===== src/rtl/clipped_line_pixel_generator_unit_assert.svh =====
// Assertion macros for the clipped line pixel generator.
`ifndef CLIPPED_LINE_PIXEL_GENERATOR_UNIT_ASSERT_SVH
`define CLIPPED_LINE_PIXEL_GENERATOR_UNIT_ASSERT_SVH

// Same-cycle implication, disabled while in reset.
`define CLPG_ASSERT_IMP(label, clk, rst_n, ante, cons) \
    label: assert property (@(posedge clk) disable iff (!(rst_n)) (ante) |-> (cons)) \
        else $error("clpg assertion failed");

// Next-cycle implication, disabled while in reset.
`define CLPG_ASSERT_NXT(label, clk, rst_n, ante, cons) \
    label: assert property (@(posedge clk) disable iff (!(rst_n)) (ante) |=> (cons)) \
        else $error("clpg assertion failed");

`endif


===== src/rtl/clpg_pkg.sv =====
// Shared types and constants of the clipped line pixel generator.
`default_nettype none

package clpg_pkg;

    localparam int COORD_BITS = 16;
    localparam int ADDR_BITS  = 32;
    localparam int COLOR_BITS = 32;
    localparam int PITCH_BITS = 16;
    localparam int CFG_IDX_BITS  = 3;
    localparam int CFG_DATA_BITS = 32;

    // Request opcodes
    localparam logic OP_START = 1'b0;
    localparam logic OP_STEP  = 1'b1;

    // Raster modes
    localparam logic [1:0] MODE_COPY   = 2'd0;
    localparam logic [1:0] MODE_OR     = 2'd1;
    localparam logic [1:0] MODE_AND    = 2'd2;
    localparam logic [1:0] MODE_INVERT = 2'd3;

    // Configuration register indexes
    localparam logic [CFG_IDX_BITS-1:0] CFG_CLIP_LEFT   = 3'd0;
    localparam logic [CFG_IDX_BITS-1:0] CFG_CLIP_TOP    = 3'd1;
    localparam logic [CFG_IDX_BITS-1:0] CFG_CLIP_RIGHT  = 3'd2;
    localparam logic [CFG_IDX_BITS-1:0] CFG_CLIP_BOTTOM = 3'd3;
    localparam logic [CFG_IDX_BITS-1:0] CFG_ROW_WORDS   = 3'd4;
    localparam logic [CFG_IDX_BITS-1:0] CFG_FRAME_BASE  = 3'd5;
    localparam logic [CFG_IDX_BITS-1:0] CFG_FG_COLOR    = 3'd6;
    localparam logic [CFG_IDX_BITS-1:0] CFG_BG_COLOR    = 3'd7;

    typedef logic signed [COORD_BITS-1:0] coord_t;
    // One bit wider so stepping past the end of the range does not wrap
    typedef logic signed [COORD_BITS:0]   cur_t;
    typedef logic        [COORD_BITS:0]   delta_t;
    typedef logic        [COORD_BITS+1:0] err_t;
    typedef logic        [COORD_BITS:0]   steps_t;
    typedef logic        [ADDR_BITS-1:0]  addr_t;
    typedef logic        [COLOR_BITS-1:0] color_t;

    typedef struct packed {
        logic       op;
        coord_t     x_start;
        coord_t     y_start;
        coord_t     x_end;
        coord_t     y_end;
        logic [1:0] raster_mode;
    } req_t;

    typedef struct packed {
        logic   write_valid;
        addr_t  word_address;
        color_t pixel_word;
        logic   invert;
        logic   line_done;
        logic   idle;
    } rsp_t;

    typedef struct packed {
        coord_t                clip_left;
        coord_t                clip_top;
        coord_t                clip_right;
        coord_t                clip_bottom;
        logic [PITCH_BITS-1:0] row_words;
        addr_t                 frame_base;
        color_t                fg_color;
        color_t                bg_color;
    } cfg_t;

endpackage

`default_nettype wire


===== src/rtl/clpg_cfg.sv =====
// Configuration register file of the clipped line pixel generator.
`default_nettype none

module clpg_cfg
    import clpg_pkg::*;
(
    input  wire logic                     clk,
    input  wire logic                     rst_n,
    input  wire logic                     cfg_valid,
    input  wire logic [CFG_IDX_BITS-1:0]  cfg_index,
    input  wire logic [CFG_DATA_BITS-1:0] cfg_data,
    output cfg_t                          cfg
);

    cfg_t cfg_reg;
    cfg_t cfg_next;

    always_comb
    begin
        cfg_next = cfg_reg;
        if (cfg_valid)
        begin
            unique case (cfg_index)
                CFG_CLIP_LEFT:   cfg_next.clip_left   = coord_t'(cfg_data[COORD_BITS-1:0]);
                CFG_CLIP_TOP:    cfg_next.clip_top    = coord_t'(cfg_data[COORD_BITS-1:0]);
                CFG_CLIP_RIGHT:  cfg_next.clip_right  = coord_t'(cfg_data[COORD_BITS-1:0]);
                CFG_CLIP_BOTTOM: cfg_next.clip_bottom = coord_t'(cfg_data[COORD_BITS-1:0]);
                CFG_ROW_WORDS:   cfg_next.row_words   = cfg_data[PITCH_BITS-1:0];
                CFG_FRAME_BASE:  cfg_next.frame_base  = cfg_data[ADDR_BITS-1:0];
                CFG_FG_COLOR:    cfg_next.fg_color    = cfg_data[COLOR_BITS-1:0];
                CFG_BG_COLOR:    cfg_next.bg_color    = cfg_data[COLOR_BITS-1:0];
                default:         cfg_next = cfg_reg;
            endcase
        end
    end

    always_ff @(posedge clk or negedge rst_n)
    begin
        if (!rst_n)
        begin
            cfg_reg <= '0;
        end
        else
        begin
            cfg_reg <= cfg_next;
        end
    end

    assign cfg = cfg_reg;

endmodule

`default_nettype wire


===== src/rtl/clpg_core.sv =====
// Line state registers and combinational Bresenham step/clip datapath.
`default_nettype none

module clpg_core
    import clpg_pkg::*;
(
    input  wire logic clk,
    input  wire logic rst_n,
    input  cfg_t      cfg,
    input  wire logic step_en,
    input  req_t      req,
    output rsp_t      rsp
);

    cur_t       cur_x_reg,       cur_x_next;
    cur_t       cur_y_reg,       cur_y_next;
    addr_t      cur_address_reg, cur_address_next;
    err_t       err_acc_reg,     err_acc_next;
    steps_t     steps_left_reg,  steps_left_next;
    delta_t     delta_x_reg,     delta_x_next;
    delta_t     delta_y_reg,     delta_y_next;
    logic       y_down_reg,      y_down_next;
    logic       x_major_reg,     x_major_next;
    logic       line_active_reg, line_active_next;
    logic [1:0] mode_held_reg,   mode_held_next;

    // Start request decode
    cur_t                          x1, y1, x2, y2, dxs, dys;
    delta_t                        dx, dy, major;
    logic                          dy_neg, xmaj;
    logic signed [COORD_BITS+PITCH_BITS:0] prod;
    addr_t                         start_addr;

    // Step datapath
    cur_t   cl, cr, ct, cb, x_plus;
    logic   in_clip, exit_right, col, row, done;
    err_t   esum, err_step;
    addr_t  row_off, step_addr;
    color_t color;

    always_comb
    begin
        x1  = {req.x_start[COORD_BITS-1], req.x_start};
        y1  = {req.y_start[COORD_BITS-1], req.y_start};
        x2  = {req.x_end[COORD_BITS-1],   req.x_end};
        y2  = {req.y_end[COORD_BITS-1],   req.y_end};
        dxs = x2 - x1;
        dys = y2 - y1;
        dx  = dxs[COORD_BITS] ? '0 : delta_t'(dxs);
        dy_neg = dys[COORD_BITS];
        dy  = dy_neg ? delta_t'(-dys) : delta_t'(dys);
        xmaj  = dx > dy;
        major = xmaj ? dx : dy;
        // row offset, signed y times unsigned pitch, wraps into 32 bits
        prod  = $signed(req.y_start) * $signed({1'b0, cfg.row_words});
        start_addr = cfg.frame_base + addr_t'(prod[ADDR_BITS-1:0])
                   + {{(ADDR_BITS-COORD_BITS){req.x_start[COORD_BITS-1]}}, req.x_start};
    end

    always_comb
    begin
        cl = {cfg.clip_left[COORD_BITS-1],   cfg.clip_left};
        cr = {cfg.clip_right[COORD_BITS-1],  cfg.clip_right};
        ct = {cfg.clip_top[COORD_BITS-1],    cfg.clip_top};
        cb = {cfg.clip_bottom[COORD_BITS-1], cfg.clip_bottom};
        in_clip = (cur_x_reg >= cl) && (cur_x_reg <= cr)
               && (cur_y_reg >= ct) && (cur_y_reg <= cb);
        x_plus = cur_x_reg + cur_t'(1);

        col        = 1'b0;
        row        = 1'b0;
        exit_right = 1'b0;
        esum       = '0;
        err_step   = err_acc_reg;
        if (x_major_reg)
        begin
            if (!in_clip && (cur_x_reg > cr))
            begin
                exit_right = 1'b1;
            end
            else
            begin
                col  = 1'b1;
                esum = err_acc_reg + err_t'(delta_y_reg);
                if (esum >= err_t'(delta_x_reg))
                begin
                    row      = 1'b1;
                    err_step = esum - err_t'(delta_x_reg);
                end
                else
                begin
                    err_step = esum;
                end
            end
        end
        else
        begin
            row  = 1'b1;
            esum = err_acc_reg + err_t'(delta_x_reg);
            if (esum >= err_t'(delta_y_reg))
            begin
                col        = 1'b1;
                err_step   = esum - err_t'(delta_y_reg);
                exit_right = x_plus > cr;
            end
            else
            begin
                err_step = esum;
            end
        end

        // last pixel: right clip exit, or counter about to reach zero
        done = exit_right || (steps_left_reg == steps_t'(1));

        row_off   = row ? addr_t'(cfg.row_words) : '0;
        step_addr = y_down_reg ? (cur_address_reg - row_off) : (cur_address_reg + row_off);
        step_addr = step_addr + addr_t'(col);

        unique case (mode_held_reg)
            MODE_INVERT: color = '1;
            MODE_AND:    color = cfg.bg_color;
            MODE_COPY,
            MODE_OR:     color = cfg.fg_color;
            default:     color = cfg.fg_color;
        endcase
    end

    // Result of a step request
    always_comb
    begin
        rsp = '0;
        if (!line_active_reg)
        begin
            rsp.idle = 1'b1;
        end
        else
        begin
            rsp.line_done = done;
            if (in_clip)
            begin
                rsp.write_valid  = 1'b1;
                rsp.word_address = cur_address_reg;
                rsp.pixel_word   = color;
                rsp.invert       = (mode_held_reg == MODE_INVERT);
            end
        end
    end

    always_comb
    begin
        cur_x_next       = cur_x_reg;
        cur_y_next       = cur_y_reg;
        cur_address_next = cur_address_reg;
        err_acc_next     = err_acc_reg;
        steps_left_next  = steps_left_reg;
        delta_x_next     = delta_x_reg;
        delta_y_next     = delta_y_reg;
        y_down_next      = y_down_reg;
        x_major_next     = x_major_reg;
        line_active_next = line_active_reg;
        mode_held_next   = mode_held_reg;
        if (step_en)
        begin
            if (req.op == OP_START)
            begin
                cur_x_next       = x1;
                cur_y_next       = y1;
                cur_address_next = start_addr;
                err_acc_next     = err_t'(major >> 1);
                steps_left_next  = major + steps_t'(1);
                delta_x_next     = dx;
                delta_y_next     = dy;
                y_down_next      = dy_neg;
                x_major_next     = xmaj;
                line_active_next = 1'b1;
                mode_held_next   = req.raster_mode;
            end
            else if (line_active_reg)
            begin
                line_active_next = !done;
                if (!exit_right)
                begin
                    cur_x_next       = col ? x_plus : cur_x_reg;
                    cur_y_next       = !row ? cur_y_reg
                                     : (y_down_reg ? cur_y_reg - cur_t'(1)
                                                   : cur_y_reg + cur_t'(1));
                    cur_address_next = step_addr;
                    err_acc_next     = err_step;
                    steps_left_next  = steps_left_reg - steps_t'(1);
                end
            end
        end
    end

    always_ff @(posedge clk or negedge rst_n)
    begin
        if (!rst_n)
        begin
            cur_x_reg       <= '0;
            cur_y_reg       <= '0;
            cur_address_reg <= '0;
            err_acc_reg     <= '0;
            steps_left_reg  <= '0;
            delta_x_reg     <= '0;
            delta_y_reg     <= '0;
            y_down_reg      <= 1'b0;
            x_major_reg     <= 1'b0;
            line_active_reg <= 1'b0;
            mode_held_reg   <= MODE_COPY;
        end
        else
        begin
            cur_x_reg       <= cur_x_next;
            cur_y_reg       <= cur_y_next;
            cur_address_reg <= cur_address_next;
            err_acc_reg     <= err_acc_next;
            steps_left_reg  <= steps_left_next;
            delta_x_reg     <= delta_x_next;
            delta_y_reg     <= delta_y_next;
            y_down_reg      <= y_down_next;
            x_major_reg     <= x_major_next;
            line_active_reg <= line_active_next;
            mode_held_reg   <= mode_held_next;
        end
    end

endmodule

`default_nettype wire


===== src/rtl/clipped_line_pixel_generator_unit.sv =====
// Top level: clipped Bresenham line pixel generator with request / result registers.
// Each step is one add/compare pass over the line state into the result register.
// Throughput: one request per cycle while the result channel does not stall a step.
// A start request yields no result; it loads the line state through one 17x16 multiply.
// Reset (rst_n low, async): no line active, clip/pitch/base/colors zero, both regs empty.
`default_nettype none

`include "clipped_line_pixel_generator_unit_assert.svh"

module clipped_line_pixel_generator_unit
    import clpg_pkg::*;
(
    input  wire logic                     clk,
    input  wire logic                     rst_n,
    // request channel
    input  wire logic                     req_valid,
    output logic                          req_stall,
    input  req_t                          req_data,
    // result channel
    output logic                          rsp_valid,
    input  wire logic                     rsp_stall,
    output rsp_t                          rsp_data,
    // configuration writes
    input  wire logic                     cfg_valid,
    output logic                          cfg_ready,
    input  wire logic [CFG_IDX_BITS-1:0]  cfg_index,
    input  wire logic [CFG_DATA_BITS-1:0] cfg_data
);

    // Request register: holds the accepted request until the core takes it.
    logic s1_valid_reg, s1_valid_next;
    req_t s1_req_reg,   s1_req_next;

    // Result register: parts the core from the downstream stall.
    logic rsp_valid_reg, rsp_valid_next;
    rsp_t rsp_reg,       rsp_next;

    logic req_accept;
    logic s1_fire;
    cfg_t cfg;
    rsp_t core_rsp;

    // Invert result checks
    logic rsp_inv;
    logic rsp_inv_ok;

    // Config is always taken; writes must happen only while the unit is idle, unchecked.
    assign cfg_ready = 1'b1;

    clpg_cfg u_cfg (
        .clk       (clk),
        .rst_n     (rst_n),
        .cfg_valid (cfg_valid),
        .cfg_index (cfg_index),
        .cfg_data  (cfg_data),
        .cfg       (cfg)
    );

    // A start needs no result slot; a step needs the result register free
    // or draining this cycle.
    assign s1_fire = s1_valid_reg
                   && ((s1_req_reg.op == OP_START) || !rsp_valid_reg || !rsp_stall);
    assign req_stall  = s1_valid_reg && !s1_fire;
    assign req_accept = req_valid && !req_stall;

    clpg_core u_core (
        .clk     (clk),
        .rst_n   (rst_n),
        .cfg     (cfg),
        .step_en (s1_fire),
        .req     (s1_req_reg),
        .rsp     (core_rsp)
    );

    always_comb
    begin
        s1_valid_next = s1_valid_reg;
        s1_req_next   = s1_req_reg;
        if (req_accept)
        begin
            s1_valid_next = 1'b1;
            s1_req_next   = req_data;
        end
        else if (s1_fire)
        begin
            s1_valid_next = 1'b0;
        end
    end

    always_comb
    begin
        rsp_valid_next = rsp_valid_reg;
        rsp_next       = rsp_reg;
        if (s1_fire && (s1_req_reg.op == OP_STEP))
        begin
            rsp_valid_next = 1'b1;
            rsp_next       = core_rsp;
        end
        else if (!rsp_stall)
        begin
            rsp_valid_next = 1'b0;
        end
    end

    always_ff @(posedge clk or negedge rst_n)
    begin
        if (!rst_n)
        begin
            s1_valid_reg  <= 1'b0;
            rsp_valid_reg <= 1'b0;
        end
        else
        begin
            s1_valid_reg  <= s1_valid_next;
            rsp_valid_reg <= rsp_valid_next;
        end
    end

    // payload registers, no reset
    always_ff @(posedge clk)
    begin
        s1_req_reg <= s1_req_next;
        rsp_reg    <= rsp_next;
    end

    assign rsp_valid = rsp_valid_reg;
    assign rsp_data  = rsp_reg;

    assign rsp_inv    = rsp_valid_reg && rsp_reg.invert;
    assign rsp_inv_ok = rsp_reg.write_valid && (rsp_reg.pixel_word == '1);

    // Stall only when the request register is occupied.
    `CLPG_ASSERT_IMP(a_stall_needs_item, clk, rst_n, req_stall, s1_valid_reg)
    // A held request is neither lost nor altered while the core waits.
    `CLPG_ASSERT_NXT(a_s1_holds, clk, rst_n, req_stall, s1_valid_reg && $stable(s1_req_reg))
    // Invert results always carry a write and the all-ones mask.
    `CLPG_ASSERT_IMP(a_invert_word, clk, rst_n, rsp_inv, rsp_inv_ok)

endmodule

`default_nettype wire

===== config.mk =====
export PLATFORM = sky130hd
export DESIGN_NAME = clipped_line_pixel_generator_unit
export DESIGN_NICKNAME = d
export VERILOG_FILES = /design/src/rtl/clpg_pkg.sv /design/src/rtl/clpg_cfg.sv /design/src/rtl/clpg_core.sv /design/src/rtl/clipped_line_pixel_generator_unit.sv
export VERILOG_INCLUDE_DIRS = /design/src /design/src/rtl
export SDC_FILE = /design/constraint.sdc
export NUM_CORES = 2
export LEC_CHECK = 0
export ABC_AREA = 1
export BUFFER_PORTS_ARGS = -buffer_cell sky130_fd_sc_hd__buf_2
export CORE_ASPECT_RATIO = 1.5
export CORE_MARGIN = 2
export CORE_UTILIZATION = 65
export DETAILED_ROUTE_END_ITERATION = 12
export HOLD_SLACK_MARGIN = 0.05
export PLACE_DENSITY_LB_ADDON = 0.1
export SETUP_SLACK_MARGIN = 0.15
export SLEW_MARGIN = 20
export SYNTH_ARGS = -nofsm -noshare
export SYNTH_HDL_FRONTEND = slang
export SYNTH_SLANG_ARGS = --single-unit

===== constraint.sdc =====
create_clock -name clk -period 18.4 [get_ports clk]
set_input_delay 0 -clock clk [delete_from_list [all_inputs] [get_ports clk]]
set_output_delay 0 -clock clk [all_outputs]
set_load 0.05 [all_outputs]

==> impl_metrics.tcl <==
set metrics [dict create \
    hold_depth 2 \
    ys_seq_area_share_pct 28.47 \
    wl_mm 143.6 \
    grt_usage_pct 43.54 \
    layout-drive-gt1-share_pct 6.520 \
    first_iter_violations 3529 \
    root_buffer "clkbuf_16" \
    synth.distinct_cells 65 \
    rsz0062_at_grt "no" \
    nets 6467 \
    async_reset_ff_share_pct 70.13 \
    ys.flop_type "dfrtp_1" \
    portBuffers 176 \
    cp.required_ns 18.98 \
    max_freq_ghz 0.1231 \
    via_count 39542 \
    place_hpwl_mm 108.2 \
    antenna_found_initial 3 \
    layout_worst_path_cycle_share_pct 44.14 \
    syn_area_sq_mm 0.04211 \
    die_y_um 315.7 \
    relSlewSlack_pct 20.77 \
    clkSlewWorstSetupHoldPaths_ns 0.07 \
    drc 0 \
    gp_congestion 1.029 \
    grt_max_degree 150 \
    yosysMostFrequentCell "nand2_1" \
    first_pass_iters 8 \
    crit_top_cell "nand2_1" \
    outcome "finished, final reports clean" \
    holdWs_ns 0.06682 \
    endpoint_kind "flop" \
    viasPerCell 5.984 \
    clkSinkCount 452 \
    synth_top_cell_by_area "dfrtp_1" \
    yosysWarnings 0 \
    cp_slowest_cell "xor2_1" \
    synth_nets 6281 \
    tightest_slew_ns 1.188 \
    syn_avg_cell_area_sq_um 7.641 \
    ff2ff_path_depth 38 \
    grt_pass1_vias 40228 \
    clock_latency_ns 0.66 \
    min_period_ns 8.122 \
    worst_clock_skew_ns 0.05053 \
    slowest_delay_ns 0.47 \
    start_util_pct 65.46 \
    cts_buffer_depth 3 \
    grt_pass1_wl_mm 219.2 \
    cts_tree "built" \
    syn2layout_area_growth_pct 9.925 \
    synth_edf_count 135 \
    ys_top_cells_by_count "nand2_1 (1346), inv_1 (982), o21ai_0 (420)" \
    ys_seq_elements 452 \
    cts_resized 0 \
    synth_cells 5511 \
    die_w_um 211.8 \
    die-area_sq_mm 0.06688 \
    cts_made_buffers 47 \
    synth_area_leaders "dfrtp_1 (19%), fa_1 (12%), nand2_1 (12%)" \
    largest_reg_flops 176 \
    fin_tns_setup_ns 0 \
    placed_cell_area_sq_mm 0.04360 \
    wl_per_cell_um 21.74 \
    cp.arrival_ns 8.70 \
    setup_violations 0 \
    hold_class "input pin to flop" \
    finalMaxSlewViolations 0 \
    fin_area_sq_mm 0.04629 \
    ant_nets 0 \
    rows 114 \
    critical_path_class "flop to flop" \
    hold_violations 0 \
    startpoint_type "flop" \
    core_sq_mm 0.06433 \
    synth_top_area_share_pct 18.84 \
    ios 178 \
    max_cap_viol_count 0 \
    overflow 0 \
    cp_max_fo 31 \
    htreeDepth 2 \
]
## worst max-delay path: cells and delay by family, from the launching register on
family	cells	cell delay, ns
XOR/XNOR	3	0.85
AND/OR/NAND/NOR	17	2.60
adder cells (fa/ha/maj)	5	1.72
buffers and inverters	4	0.56
flip-flops	1	0.40
AO/OA/AOI/OAI	9	1.92
## final cells by class
class | instances | area (sq um)
Antenna cell | 2 | 5.005
Clock buffer | 58 | 1237
Clock inverter | 30 | 281.5
Fill cell | 5006 | 18040
Inverter | 989 | 3714
Multi-Input combinational cell | 3889 | 25710
Sequential cell | 452 | 11990
Tap cell | 870 | 1089
Timing Repair Buffer | 318 | 2265
## logic make-up after synthesis
logic type	after synthesis	synth area share [%]
simple gates	2138	21.05
buf+inv	1170	10.55
compound gates	922	12.11
fa+ha+maj	663	24.34
flops	452	28.47
xor+xnor	165	3.468
other cells	1	0.008906
## per-stage QoR
| stage | std cells | utilization [%] | worst slack (ns) |
|---|---|---|---|
| 2_1_floorplan | 5511 | - | 11.99 |
| 3_3_place_gp | 6404 | 67.78 | 10.50 |
| 3_5_place_dp | 6404 | 67.78 | 10.47 |
| 4_1_cts | 6604 | 71.88 | 10.42 |
| 5_1_grt | 6607 | 71.95 | 9.547 |
| 6_report | 6608 | 71.95 | 10.28 |
## cell usage in the layout, fill, tap and decap left out, types with 9 or more instances in the layout
cell type / Yosys / final
a21o_1: 20 / 20
a21oi_1: 289 / 289
a31oi_1: 31 / 31
buf_2: 15 / 175
buf_4: 2 / 27
clkbuf_1: 135 / 9
clkbuf_16: 0 / 47
clkinv_2: 0 / 9
dfrtp_1: 317 / 317
dlygate4sd3_1: 0 / 112
edfxtp_1: 135 / 135
fa_1: 260 / 260
ha_1: 403 / 403
inv_1: 982 / 980
nand2_1: 1346 / 1343
nand2_2: 9 / 10
nand3_1: 192 / 192
nand3b_1: 11 / 11
nand4_1: 81 / 81
nor2_1: 390 / 388
nor3_1: 40 / 39
nor4_1: 19 / 19
o211ai_1: 23 / 23
o21ai_0: 420 / 420
o21ai_1: 14 / 14
o21bai_1: 17 / 17
o22ai_1: 37 / 37
o31ai_1: 13 / 13
or2_2: 20 / 20
xnor2_1: 57 / 57
xor2_1: 106 / 106
## worst paths after layout
kind	start	slack, ns	end
setup reg to reg	u_core.delta_y_reg[0]$_DFFE_PN0P_	10.28	u_core.cur_address_reg[28]$_DFFE_PN0P_
hold reg to reg	s1_req_reg[0]$_DFFE_PP_	0.47	u_core.mode_held_reg[0]$_DFFE_PN0P_
setup / recovery	u_core.delta_y_reg[0]$_DFFE_PN0P_	10.28	u_core.cur_address_reg[28]$_DFFE_PN0P_
max in group asynchronous	rst_n	15.64	u_cfg.cfg[1]$_DFFE_PN0P_
hold / removal	req_data[34]	0.07	s1_req_reg[34]$_DFFE_PP_
min in group asynchronous	rst_n	0.56	u_core.delta_y_reg[10]$_DFFE_PN0P_
## what timing repair did
item / CTS / global route
setup buffers: 0 / 0
hold buffers: 112 / 0
endpoints found under the hold margin: 354 / 0
## layer usage
metal	vias to the layer above	track usage, %	part of all wire [%]
li1	17993	-	-
met1	18678	46.44	34
met2	2103	74.10	48
met3	766	7.360	7.5
met4	2	39.08	11
met5	-	0	0.0091
Power is not shown: default switching activity piles up to over one toggle a cycle in this logic, so the estimate is an artifact.
